File: src/rtl/core/qprg_pkg.sv
// Package: types, constants and commands shared by the generator modules.
`timescale 1ns / 1ps
package qprg_pkg;

   localparam logic [31:0] QPR_PRIME = 32'hFFFF_FFFB;
   localparam logic [31:0] QPR_HALF  = 32'h7FFF_FFFD;
   localparam logic [31:0] QPR_XOR   = 32'h5BF0_3635;
   localparam int          MIX_ROUNDS = 4;
   localparam int          SEED_COUNT = 8;

   localparam logic [2:0] ACT_RESEED = 3'd0;
   localparam logic [2:0] ACT_GEN32  = 3'd1;
   localparam logic [2:0] ACT_UNIQUE = 3'd2;
   localparam logic [2:0] ACT_GEN64  = 3'd3;
   localparam logic [2:0] ACT_RANGE  = 3'd4;

   typedef enum logic [3:0] {
      ST_IDLE,
      ST_LOAD,
      ST_SQUARE,
      ST_REDUCE,
      ST_FOLD,
      ST_MIX,
      ST_WORD_END,
      ST_CHECK,
      ST_DIV,
      ST_FINISH,
      ST_OUT
   } state_type;

   typedef struct packed {
      logic       load;
      logic       start_chain;
      logic       square;
      logic       reduce;
      logic       fold;
      logic       mix;
      logic       word_end;
      logic       check;
      logic       div_start;
      logic       div_step;
      logic       finish;
      logic       rsp_load;
   } cmd_type;

   typedef struct packed {
      logic       lane_last;
      logic       round_last;
      logic       word_last;
      logic       range_bad;
      logic       div_done;
   } status_type;

endpackage

File: src/rtl/core/qprg_datapath.sv
// Datapath: offset words, modular square unit, 64-bit divider and result word.
`timescale 1ns / 1ps
module qprg_datapath #(
   parameter int NUM_OFFSETS = 8
) (
   input  logic                clock,
   input  logic                reset,
   input  qprg_pkg::cmd_type   cmd,
   output qprg_pkg::status_type status,
   input  logic                csr_write,
   input  logic [2:0]          csr_index,
   input  logic [31:0]         csr_data,
   input  logic [2:0]          act,
   input  logic [63:0]         range_low,
   input  logic [63:0]         range_high,
   output logic [63:0]         rsp_random_bits,
   output logic [63:0]         rsp_range_value,
   output logic                rsp_range_error
);
   import qprg_pkg::*;

   localparam int LW = (NUM_OFFSETS > 1) ? $clog2(NUM_OFFSETS) : 1;

   logic [31:0] seed_ff [SEED_COUNT];
   logic [31:0] off_ff [NUM_OFFSETS];
   logic [31:0] last_ff;
   logic [31:0] x_ff;
   logic [63:0] sq_ff;
   logic [33:0] red_ff;
   logic [31:0] q_ff;
   logic        big_ff, pass_ff;
   logic [LW-1:0] lane_ff;
   logic [1:0]  round_ff;
   logic        word_ff;
   logic        carry_ff;
   logic [63:0] bits_ff;
   logic [63:0] span_ff, num_ff, rem_ff;
   logic [6:0]  dcnt_ff;
   logic        neg_ff, bad_ff;
   logic [63:0] rb_ff, rv_ff;
   logic        re_ff;

   logic [31:0] off_cur, mixed, off_inc;
   logic [34:0] fold1;
   logic [33:0] red_in;
   logic [64:0] rem_sh;
   logic [63:0] span_in, r_fix;
   logic [63:0] bits_cur;
   logic        hneg, lneg, rev;

   assign off_cur = off_ff[lane_ff];
   assign mixed   = (q_ff + off_cur) ^ QPR_XOR;
   assign off_inc = off_cur + 32'd1;
   // 2^32 = 5 mod P: fold the high half twice
   assign fold1   = {3'd0, sq_ff[31:0]} + {1'b0, sq_ff[63:32], 2'b00}
                    + {3'd0, sq_ff[63:32]};
   assign red_in  = {2'd0, fold1[31:0]} + ({31'd0, fold1[34:32]} * 34'd5);
   assign rem_sh  = {rem_ff, num_ff[63]};
   assign span_in = range_high - range_low + 64'd1;
   assign hneg    = range_high[63];
   assign lneg    = range_low[63];
   assign rev     = (hneg != lneg) ? hneg : (range_high < range_low);
   assign r_fix   = (neg_ff && rem_ff != 64'd0) ? span_ff - rem_ff : rem_ff;
   assign bits_cur = cmd.word_end ? {bits_ff[31:0], x_ff} : bits_ff;

   assign status.lane_last  = (lane_ff == LW'(NUM_OFFSETS - 1));
   assign status.round_last = (round_ff == 2'(MIX_ROUNDS - 1));
   assign status.word_last  = word_ff;
   assign status.range_bad  = bad_ff;
   assign status.div_done   = (dcnt_ff == 7'd64);

   assign rsp_random_bits = rb_ff;
   assign rsp_range_value = rv_ff;
   assign rsp_range_error = re_ff;

   always_ff @(posedge clock) begin
      if (reset) begin
         for (int i = 0; i < SEED_COUNT; i++) seed_ff[i] <= 32'd0;
         seed_ff[3] <= 32'd1;
         for (int i = 0; i < NUM_OFFSETS; i++) off_ff[i] <= 32'd0;
         last_ff <= 32'd0;
      end else begin
         if (csr_write) seed_ff[csr_index] <= csr_data;
         if (cmd.start_chain && act == ACT_RESEED) begin
            for (int i = 0; i < NUM_OFFSETS; i++) off_ff[i] <= seed_ff[i];
            last_ff <= 32'd0;
         end
         if (cmd.mix) begin
            if (act == ACT_RESEED) off_ff[lane_ff] <= mixed;
            else if (act != ACT_UNIQUE && carry_ff) off_ff[lane_ff] <= off_inc;
         end
         if (cmd.word_end) begin
            if (act == ACT_UNIQUE) last_ff <= last_ff + 32'd1;
            else if (act != ACT_RESEED) last_ff <= x_ff;
         end
      end
   end

   always_ff @(posedge clock) begin
      if (cmd.load) begin
         word_ff <= 1'b0;
         bits_ff <= 64'd0;
      end
      if (cmd.start_chain) begin
         x_ff     <= (act == ACT_RESEED) ? 32'd0 : last_ff;
         lane_ff  <= '0;
         round_ff <= 2'd0;
         carry_ff <= 1'b1;
         span_ff  <= span_in;
         bad_ff   <= rev || span_in == 64'd0 || span_in[63];
      end
      if (cmd.square) begin
         sq_ff   <= x_ff * x_ff;
         pass_ff <= (x_ff >= QPR_PRIME);
         big_ff  <= (x_ff > QPR_HALF);
      end
      if (cmd.reduce) red_ff <= red_in;
      if (cmd.fold) begin
         if (pass_ff) q_ff <= x_ff;
         else if (red_ff >= {2'd0, QPR_PRIME})
            q_ff <= big_ff ? QPR_PRIME - (red_ff[31:0] - QPR_PRIME) : red_ff[31:0] - QPR_PRIME;
         else q_ff <= big_ff ? QPR_PRIME - red_ff[31:0] : red_ff[31:0];
      end
      if (cmd.mix) begin
         x_ff <= mixed;
         if (carry_ff) carry_ff <= (off_inc == 32'd0);
         if (status.lane_last) begin
            lane_ff  <= '0;
            round_ff <= round_ff + 2'd1;
         end else begin
            lane_ff <= lane_ff + LW'(1);
         end
      end
      if (cmd.word_end) begin
         bits_ff <= {bits_ff[31:0], x_ff};
         word_ff <= 1'b1;
      end
      if (cmd.div_start) begin
         neg_ff  <= bits_ff[63];
         num_ff  <= bits_ff[63] ? 64'd0 - bits_ff : bits_ff;
         rem_ff  <= 64'd0;
         dcnt_ff <= 7'd0;
      end
      if (cmd.div_step) begin
         num_ff  <= {num_ff[62:0], 1'b0};
         rem_ff  <= (rem_sh >= {1'b0, span_ff}) ? 64'(rem_sh - {1'b0, span_ff})
                                               : rem_sh[63:0];
         dcnt_ff <= dcnt_ff + 7'd1;
      end
      if (cmd.finish) rv_ff <= range_low + r_fix;
      if (cmd.rsp_load) begin
         re_ff <= 1'b0;
         rb_ff <= 64'd0;
         rv_ff <= 64'd0;
         if (act == ACT_GEN32 || act == ACT_UNIQUE) rb_ff <= {32'd0, bits_cur[31:0]};
         else if (act == ACT_GEN64 || act == ACT_RANGE) rb_ff <= bits_cur;
         if (act == ACT_RANGE) begin
            re_ff <= bad_ff;
            if (!bad_ff) rv_ff <= range_low + r_fix;
         end
      end
   end
endmodule

File: src/rtl/core/qprg_control.sv
// Controller: sequences the mixing chain, divider and result handshake.
`timescale 1ns / 1ps
module qprg_control (
   input  logic                 clock,
   input  logic                 reset,
   input  logic                 req_valid,
   output logic                 req_stall,
   output logic                 rsp_valid,
   input  logic                 rsp_stall,
   input  logic [2:0]           act,
   input  qprg_pkg::status_type status,
   output qprg_pkg::cmd_type    cmd
);
   import qprg_pkg::*;

   state_type state_ff, state_in;
   logic is_chain, two_words;

   assign is_chain  = (act == ACT_RESEED || act == ACT_GEN32 || act == ACT_UNIQUE
                       || act == ACT_GEN64 || act == ACT_RANGE);
   assign two_words = (act == ACT_GEN64 || act == ACT_RANGE);

   always_ff @(posedge clock) begin
      if (reset) state_ff <= ST_IDLE;
      else state_ff <= state_in;
   end

   always_comb begin
      state_in = state_ff;
      case (state_ff)
         ST_IDLE:   if (req_valid) state_in = ST_LOAD;
         ST_LOAD:   state_in = is_chain ? ST_SQUARE : ST_OUT;
         ST_SQUARE: state_in = ST_REDUCE;
         ST_REDUCE: state_in = ST_FOLD;
         ST_FOLD:   state_in = ST_MIX;
         ST_MIX: begin
            if (!status.lane_last) state_in = ST_SQUARE;
            else if (act == ACT_RESEED && !status.round_last) state_in = ST_SQUARE;
            else state_in = ST_WORD_END;
         end
         ST_WORD_END: begin
            if (two_words && !status.word_last) state_in = ST_LOAD;
            else if (act == ACT_RANGE) state_in = ST_CHECK;
            else state_in = ST_OUT;
         end
         ST_CHECK:  state_in = status.range_bad ? ST_OUT : ST_DIV;
         ST_DIV:    if (status.div_done) state_in = ST_OUT;
         ST_OUT:    if (!rsp_stall) state_in = ST_IDLE;
         default:   state_in = ST_IDLE;
      endcase
   end

   always_comb begin
      cmd = '0;
      req_stall = 1'b1;
      rsp_valid = 1'b0;
      case (state_ff)
         ST_IDLE: begin
            req_stall = 1'b0;
            cmd.load = req_valid;
         end
         ST_LOAD:     cmd.start_chain = 1'b1;
         ST_SQUARE:   cmd.square = 1'b1;
         ST_REDUCE:   cmd.reduce = 1'b1;
         ST_FOLD:     cmd.fold = 1'b1;
         ST_MIX:      cmd.mix = 1'b1;
         ST_WORD_END: begin
            cmd.word_end = 1'b1;
            cmd.rsp_load = !(two_words && !status.word_last) && act != ACT_RANGE;
         end
         ST_CHECK: begin
            cmd.div_start = 1'b1;
            cmd.rsp_load  = status.range_bad;
         end
         ST_DIV: begin
            cmd.div_step = !status.div_done;
            cmd.rsp_load = status.div_done;
         end
         ST_OUT:      rsp_valid = 1'b1;
         default:     cmd = '0;
      endcase
      if (state_ff == ST_LOAD && !is_chain) cmd.rsp_load = 1'b1;
   end
endmodule

File: src/rtl/core/qpr_chain_random_generator.sv
// Top level: quadratic residue permutation random generator.
`timescale 1ns / 1ps
// Usage:
//   req channel: req_valid/req_stall carry one word (action, range bounds).
//   rsp channel: rsp_valid/rsp_stall return exactly one word per request.
//   csr port: csr_write with csr_index 0..7 loads seed words; write while idle.
// Sequence: each permutation step runs square, reduce, fold and add offset,
//   and one 32-bit chain runs one step per offset word. Range requests
//   follow the gen64 chains with a span check and a 64-step restoring
//   divider.
// Throughput: one request at a time; the next request is taken the cycle
//   after the response word is delivered.
// Reset: offsets and last value clear, seed word 3 is 1, the others 0.
// Stall: the response word holds in its output register while rsp_stall
//   is high; req_stall stays high until it leaves.
module qpr_chain_random_generator #(
   parameter int NUM_OFFSETS = 8
) (
   input  logic        clock,
   input  logic        reset,
   input  logic        req_valid,
   output logic        req_stall,
   input  logic [2:0]  req_action,
   input  logic signed [63:0] req_range_low,
   input  logic signed [63:0] req_range_high,
   output logic        rsp_valid,
   input  logic        rsp_stall,
   output logic [63:0] rsp_random_bits,
   output logic signed [63:0] rsp_range_value,
   output logic        rsp_range_error,
   input  logic        csr_write,
   input  logic [2:0]  csr_index,
   input  logic [31:0] csr_data
);
   import qprg_pkg::*;

   cmd_type    cmd;
   status_type status;
   logic [2:0] act_ff;
   logic [63:0] low_ff, high_ff;
   logic [63:0] rv;

   always_ff @(posedge clock) begin
      if (cmd.load) begin
         act_ff  <= req_action;
         low_ff  <= req_range_low;
         high_ff <= req_range_high;
      end
   end

   qprg_control u_ctrl (
      .clock, .reset, .req_valid, .req_stall, .rsp_valid, .rsp_stall,
      .act(act_ff), .status, .cmd
   );

   qprg_datapath #(.NUM_OFFSETS(NUM_OFFSETS)) u_dp (
      .clock, .reset, .cmd, .status, .csr_write, .csr_index, .csr_data,
      .act(act_ff), .range_low(low_ff), .range_high(high_ff),
      .rsp_random_bits, .rsp_range_value(rv), .rsp_range_error
   );

   assign rsp_range_value = rv;

   a_one_side: assert property (@(posedge clock) disable iff (reset)
      !(rsp_valid && !req_stall)) else $error("request taken while response pending");
   a_hold: assert property (@(posedge clock) disable iff (reset)
      rsp_valid && rsp_stall |=> rsp_valid && $stable(rsp_random_bits))
      else $error("response changed under stall");
   a_err_zero: assert property (@(posedge clock) disable iff (reset)
      rsp_valid && rsp_range_error |-> rsp_range_value == 64'd0)
      else $error("range error with nonzero value");
endmodule

File: config.mk
export PLATFORM = sky130hd
export DESIGN_NAME = qpr_chain_random_generator
export DESIGN_NICKNAME = d
export VERILOG_FILES = /design/src/rtl/core/qprg_pkg.sv /design/src/rtl/core/qprg_datapath.sv /design/src/rtl/core/qprg_control.sv /design/src/rtl/core/qpr_chain_random_generator.sv
export SDC_FILE = /design/constraint.sdc
export NUM_CORES = 2
export LEC_CHECK = 0
export BUFFER_PORTS_ARGS = -buffer_cell sky130_fd_sc_hd__buf_2
export CAP_MARGIN = 40
export CORE_AREA = 5 5 409 411
export CTS_CLUSTER_DIAMETER = 200
export CTS_CLUSTER_SIZE = 40
export DETAILED_ROUTE_END_ITERATION = 8
export DIE_AREA = 0 0 414 416
export PLACE_DENSITY = 0.83
export SETUP_SLACK_MARGIN = 0.4
export SYNTH_ARGS = -nofsm -noshare
export SYNTH_HDL_FRONTEND = slang
export SYNTH_SLANG_ARGS = --single-unit
File: constraint.sdc
create_clock -name clock -period 9.2 [get_ports clock]
set_clock_uncertainty 0.15 [all_clocks]
set_input_delay 0 -clock clock [delete_from_list [all_inputs] [get_ports clock]]
set_output_delay 0 -clock clock [all_outputs]
set_load 0.1 [all_outputs]
# Word level (Yosys, flattened, before mapping)
# Memory sizes are Yosys's and may differ from the RTL's. A register that Yosys moved wholly into a read port is not among the register bits.
# Index checks and enable logic that the tools add are counted.
op_classes:
  addsub: 18
  n_mul: 2
  order_cmp: 5
  eq_ne: 22
  n_mux: 92
  bitwise_logic: 13
  n_reduce_logical: 34
ops:
  columns: ["operator", "count"]
  rows:
  - ["$mux 32", 25]
  - ["$mux 64", 10]
  - ["$sub 64x64->64", 3]
  - ["$ge 65x64->1", 1]
  - ["$add 32x1->32 const B", 2]
  - ["$add 64x1->64 const B", 1]
  - ["$add 64x64->64", 1]
  - ["$logic_not 64->1", 1]
  - ["$lt 64x64->1", 1]
  - ["$mul 32x32->64", 1]
  - ["$reduce_bool 64->1", 1]
  - ["$reduce_or 32->1", 2]
  - ["$sub 1x64->64 const A", 1]
  - ["$sub 32x32->32 const A", 2]
  - ["$pmux 4 s10", 1]
  - ["$add 32x34->35", 1]
  - ["$add 35x32->35", 1]
  - ["$mux 1", 35]
  - ["$ge 34x32->1 const B", 1]
  - ["$add 32x6->33", 1]
  - ["$add 32x32->32", 1]
  - ["$ge 32x32->1 const B", 1]
  - ["$gt 32x31->1 const B", 1]
  - ["$logic_not 32->1", 1]
  - ["36 further kinds", 90]
totals:
  reg_bits: 732
  mem_bits_rw: 512
  inputBits: 171
  output_inout_bits: 131
  elab_cells: 215
  n_memories: 2
mem_list:
  columns: ["name", "words", "word_bits", "rd", "rd_clocked_by_memory_dff", "wr", "line_no", "rtl"]
  rows:
  - ["u_dp.off_ff", 8, 32, 1, 1, 8, "qprg_datapath.sv:25", "logic [31:0] off_ff [NUM_OFFSETS];"]
  - ["u_dp.seed_ff", 8, 32, 8, 0, 8, "qprg_datapath.sv:24", "logic [31:0] seed_ff [SEED_COUNT];"]

# Depth between registers and ports, before layout
depth:
  word_depth: 10
  depth_mapped: 34
  mapped_depth_nobuf: 32

# By module
# From an unflattened synthesis, not the netlist that was laid out.
unflattened:
  cells_unflattened: 10868
  area_unflattened_um2: 107245.4
modules_own_cells:
  columns: ["module", "instances", "cells_each", "area_per_inst_um2", "seq_area_each_um2"]
  rows:
  - ["qprg_datapath", 1, 10668, 102799.8, 32931.6]
  - ["qpr_chain_random_generator", 1, 131, 3933.8, 3933.8]
  - ["qprg_control", 1, 69, 511.7, 80.1]

# Worst setup path after synthesis
# No wires, ideal clock.
synth_timing:
  path_type: "register -> register"
  start: "register u_dp.x_ff[3]"
  end: "register u_dp.sq_ff[63] (data pin)"
  setup_ns: 0.267
  arrival_time_ns: 7.813
  required_time_ns: 8.783
  setup_slack_ns: 0.970
  stages_incl_launch_ff: 31
  path_buffers: 2
  period_less_slack_ns: 8.230
  cell_sequence: "edfxtp_1 clkbuf_1 clkbuf_1 nand2_1 fa_1 inv_1 fa_1 inv_1 fa_1 fa_1 inv_1 fa_1 inv_1 fa_1 inv_1 fa_1 fa_1 ha_1 a21o_1 a21oi_1 o21ai_0 a221oi_1 o211ai_1 o2111ai_1 a21oi_1 a211oi_1 nor3_1 a311oi_1 o21ai_1 nand4_1 o211ai_1"
synth_between:
  elab_chain_len: 1
synth_lines:
  columns: ["element", "line_no", "rtl"]
  rows:
  - ["start: declaration", "qprg_datapath.sv:27", "logic [31:0] x_ff;"]
  - ["start signal: assignment", "qprg_datapath.sv:105", "x_ff <= (act == ACT_RESEED) ? 32'd0 : last_ff;"]
  - ["start signal: assignment", "qprg_datapath.sv:125", "x_ff <= mixed;"]
  - ["$mul 32x32->64", "qprg_datapath.sv:113", "sq_ff <= x_ff * x_ff;"]
  - ["end signal: assignment", "qprg_datapath.sv:113", null]
  - ["end: declaration", "qprg_datapath.sv:28", "logic [63:0] sq_ff;"]
# No other way between the ends.
# A chain may end at the register's enable or synchronous reset.

# Worst setup path after layout
layout_timing:
  start: "register u_dp.x_ff[9]"
  end: "register u_dp.sq_ff[63] (data pin)"
# Same word-level chain as after synthesis.

==> impl_metrics.py <==
metrics = {
    "run_status": {
        "status": "finished, final reports clean",
    },
    "timing": {
        "final_max_slew_viol_count": 0,
        "timing.setup.tns_ns": 0,
        "max-slew-margin-rel": 0.336,
        "min_period_ns": 8.65,
        "tightest_slew_ns": 0.968,
        "hold_viol": 0,
        "timing.fmax_mhz": 116,
        "setup_violations": 0,
        "rsz0062_at_grt": "yes",
        "setup_ws_ns": 0.554,
        "fin_hold_ws_ns": 0.0124,
        "period_share": 0.940,
    },
    "worst_setup_path": {
        "crit_path_top_delay_cell": "fa_1",
        "cp.arrival_ns": 8.98,
        "slowest_delay_ns": 0.60,
        "cp-start-kind": "flip-flop",
        "cpMostUsedCell": "fa_1",
        "endpoint_kind": "flip-flop",
        "path_class": "reg2reg",
        "crit_path_max_fanout": 6,
        "critPathRequiredTime_ns": 9.53,
    },
    "cells_and_area": {
        "most-common-layout-cells": "inv_1, edfxtp_1, nand2_1, fa_1, ha_1",
        "layout_commonest_cell": "inv_1",
        "area_growth_pct": 9.04,
        "drive_above_1_share": 0.0763,
        "final_core_util": 0.702,
        "final_nets": 12818,
    },
    "worst_hold_path": {
        "hold_path.class": "in2reg",
    },
    "clocking": {
        "cts_buffers": 37,
        "clkSlewWorstSetupHoldPaths_ns": 0.18,
        "cts_max_path_buffers": 3,
        "numClockSinks": 1245,
        "clk_latency_ns": 0.74,
        "h-tree-depth": 2,
        "cts_tree": "yes",
        "root_buffer": "clkbuf_16",
    },
    "placement": {
        "dp_slack_ns": 0.158,
        "hpwl_mm": 245,
        "io_buffers": 301,
        "gp_congestion": 1.03,
    },
    "drt": {
        "ant_nets": 0,
        "viasPerCell": 6.42,
        "drt-pass1-iter-count": 9,
        "wl_per_cell_um": 25.0,
        "totalWireLength_mm": 332,
        "drt_iter0_markers": 11564,
        "vias": 85428,
        "drc": 0,
    },
    "job": {
        "max_cap_violations": 0,
    },
    "global_routing": {
        "grt_pass1_vias": 84879,
        "overflow": 0,
        "grt_pass1_wl_mm": 502,
        "track_usage": 0.377,
        "antenna_found_initial": 20,
        "grt_max_degree": 87,
    },
    "floorplanning": {
        "coreArea_um2": 164000,
        "rows": 149,
        "fp.dieArea_um2": 172000,
        "initial_core_util": 0.644,
        "die_y_um": 416,
        "die_w_um": 414,
        "ios": 302,
    },
    "logic_synthesis": {
        "ys_seq_area_frac": 0.351,
        "synth_fp_nets": 12369,
        "syn_area_per_cell_um2": 9.90,
        "synth-edff-count": 1201,
        "async_flop_share": 0,
        "synth.distinct_cells": 107,
        "synthFlopType": "edfxtp_1",
        "yosysWarnings": 0,
        "netlist_area_um2": 105000,
        "synth-seq-cells": 1245,
        "syn_inst": 10641,
    },
}
## worst max-delay path, delay by kind of cell, from the launching register on
kind	cells	cell delay, ns
DFF	1	0.47
buffers and inverters	6	0.79
and+or+nand+nor	3	0.38
AOI/OAI and AO/OA	11	2.44
adders and majority gates	9	4.14
## metal layers
layer | part of all wire | wire (um) | track usage | vias up
met1 | 0.36 | 119000 | 0.491 | 41225
met4 | 0.068 | 22500 | 0.204 | 16
li1 | - | - | - | 37052
met5 | 0.00045 | 150 | 0 | -
met3 | 0.13 | 41700 | 0.0912 | 1283
met2 | 0.45 | 149000 | 0.587 | 5852
## cells in the mapped netlist, types with 26 or more instances
library cell | number | area [um2]
a22o_1 | 64 | 561
o21bai_1 | 75 | 563
o31ai_1 | 64 | 480
o211ai_1 | 48 | 360
edfxtp_1 | 1201 | 36100
a211oi_1 | 66 | 495
buf_1 | 27 | 101
a21oi_1 | 623 | 3120
o21ai_0 | 580 | 2900
nand3_1 | 260 | 1300
ha_1 | 697 | 8720
nand4_1 | 100 | 626
or3_1 | 48 | 300
xnor2_1 | 313 | 2740
nand2b_1 | 77 | 482
or2_2 | 26 | 163
o21ai_1 | 60 | 300
mux2i_1 | 35 | 350
nand2_1 | 1181 | 4430
xor2_1 | 252 | 2210
inv_1 | 1456 | 5470
dfxtp_1 | 44 | 881
a31oi_1 | 61 | 382
nor2b_1 | 94 | 588
and3_1 | 70 | 438
and2_1 | 497 | 3110
a21o_1 | 168 | 1260
mux4_2 | 64 | 1440
o21a_1 | 50 | 375
nor2_1 | 488 | 1830
clkbuf_1 | 397 | 1490
nor4_1 | 53 | 332
nor3_1 | 100 | 500
fa_1 | 860 | 17200
## flip-flops by register name (all words and copies together) (netlist names), 33 cells and up, named ones only
| signal | count |
|---|---|
| high_ff | 64 |
| u_dp.rsp_random_bits | 64 |
| u_dp.red_ff | 33 |
| u_dp.rem_ff | 64 |
| u_dp.rsp_range_value | 64 |
| u_dp.num_ff | 64 |
| u_dp.off_ff | 256 |
| u_dp.span_ff | 64 |
| u_dp.bits_ff | 64 |
| u_dp.sq_ff | 63 |
| u_dp.seed_ff | 256 |
| low_ff | 64 |
## final cells by class
type | instances | area, um2
fill | 11907 | 48800
antenna | 10 | 25.0
multi-input combinational | 7475 | 61600
clock buffer | 53 | 986
clock inverter | 5 | 106
timing repair buffer | 860 | 7000
tap | 2189 | 2740
inverter | 1471 | 5550
sequential | 1245 | 37000
## cell families after synthesis
logic type,share of synthesized area
buffers and inverters,0.0692
AOI/OAI and AO/OA,0.122
muxes,0.0196
adders and majority gates,0.246
and+or+nand+nor,0.146
xor gates and xnor gates,0.0470
DFF,0.351
## repair_timing
| action | CTS | global route |
|---|---|---|
| buffers inserted | 27 | 29 |
| endpoints found under the hold margin | 479 | 1 |
| setup endpoints to repair | 10 | 15 |
| hold buffers | 300 | 1 |
| pin swaps | 0 | 4 |
| gates resized for setup | 9 | 61 |
## through the flow
| stage | cell area [um2] | std cells |
|---|---|---|
| after floorplan | 105000 | 10641 |
| after global placement | 109000 | 12851 |
| after detailed placement | 110000 | 12878 |
| after CTS | 114000 | 13263 |
| after global routing | 115000 | 13302 |
| final | 115000 | 13308 |
## final timing paths
path | from | to | slack, ns | cells after the start
min | csr_data[11] | u_dp.seed_ff[5][11] | 0.01 | 3
max reg2reg | u_dp.x_ff[9] | u_dp.sq_ff[63] | 0.55 | 29
max | u_dp.x_ff[9] | u_dp.sq_ff[63] | 0.55 | 29
min reg2reg | u_dp.last_ff[28] | u_dp.last_ff[28] | 0.34 | 2
Power is not shown: default switching activity piles up to over one toggle a cycle in this logic, so the estimate is an artifact.
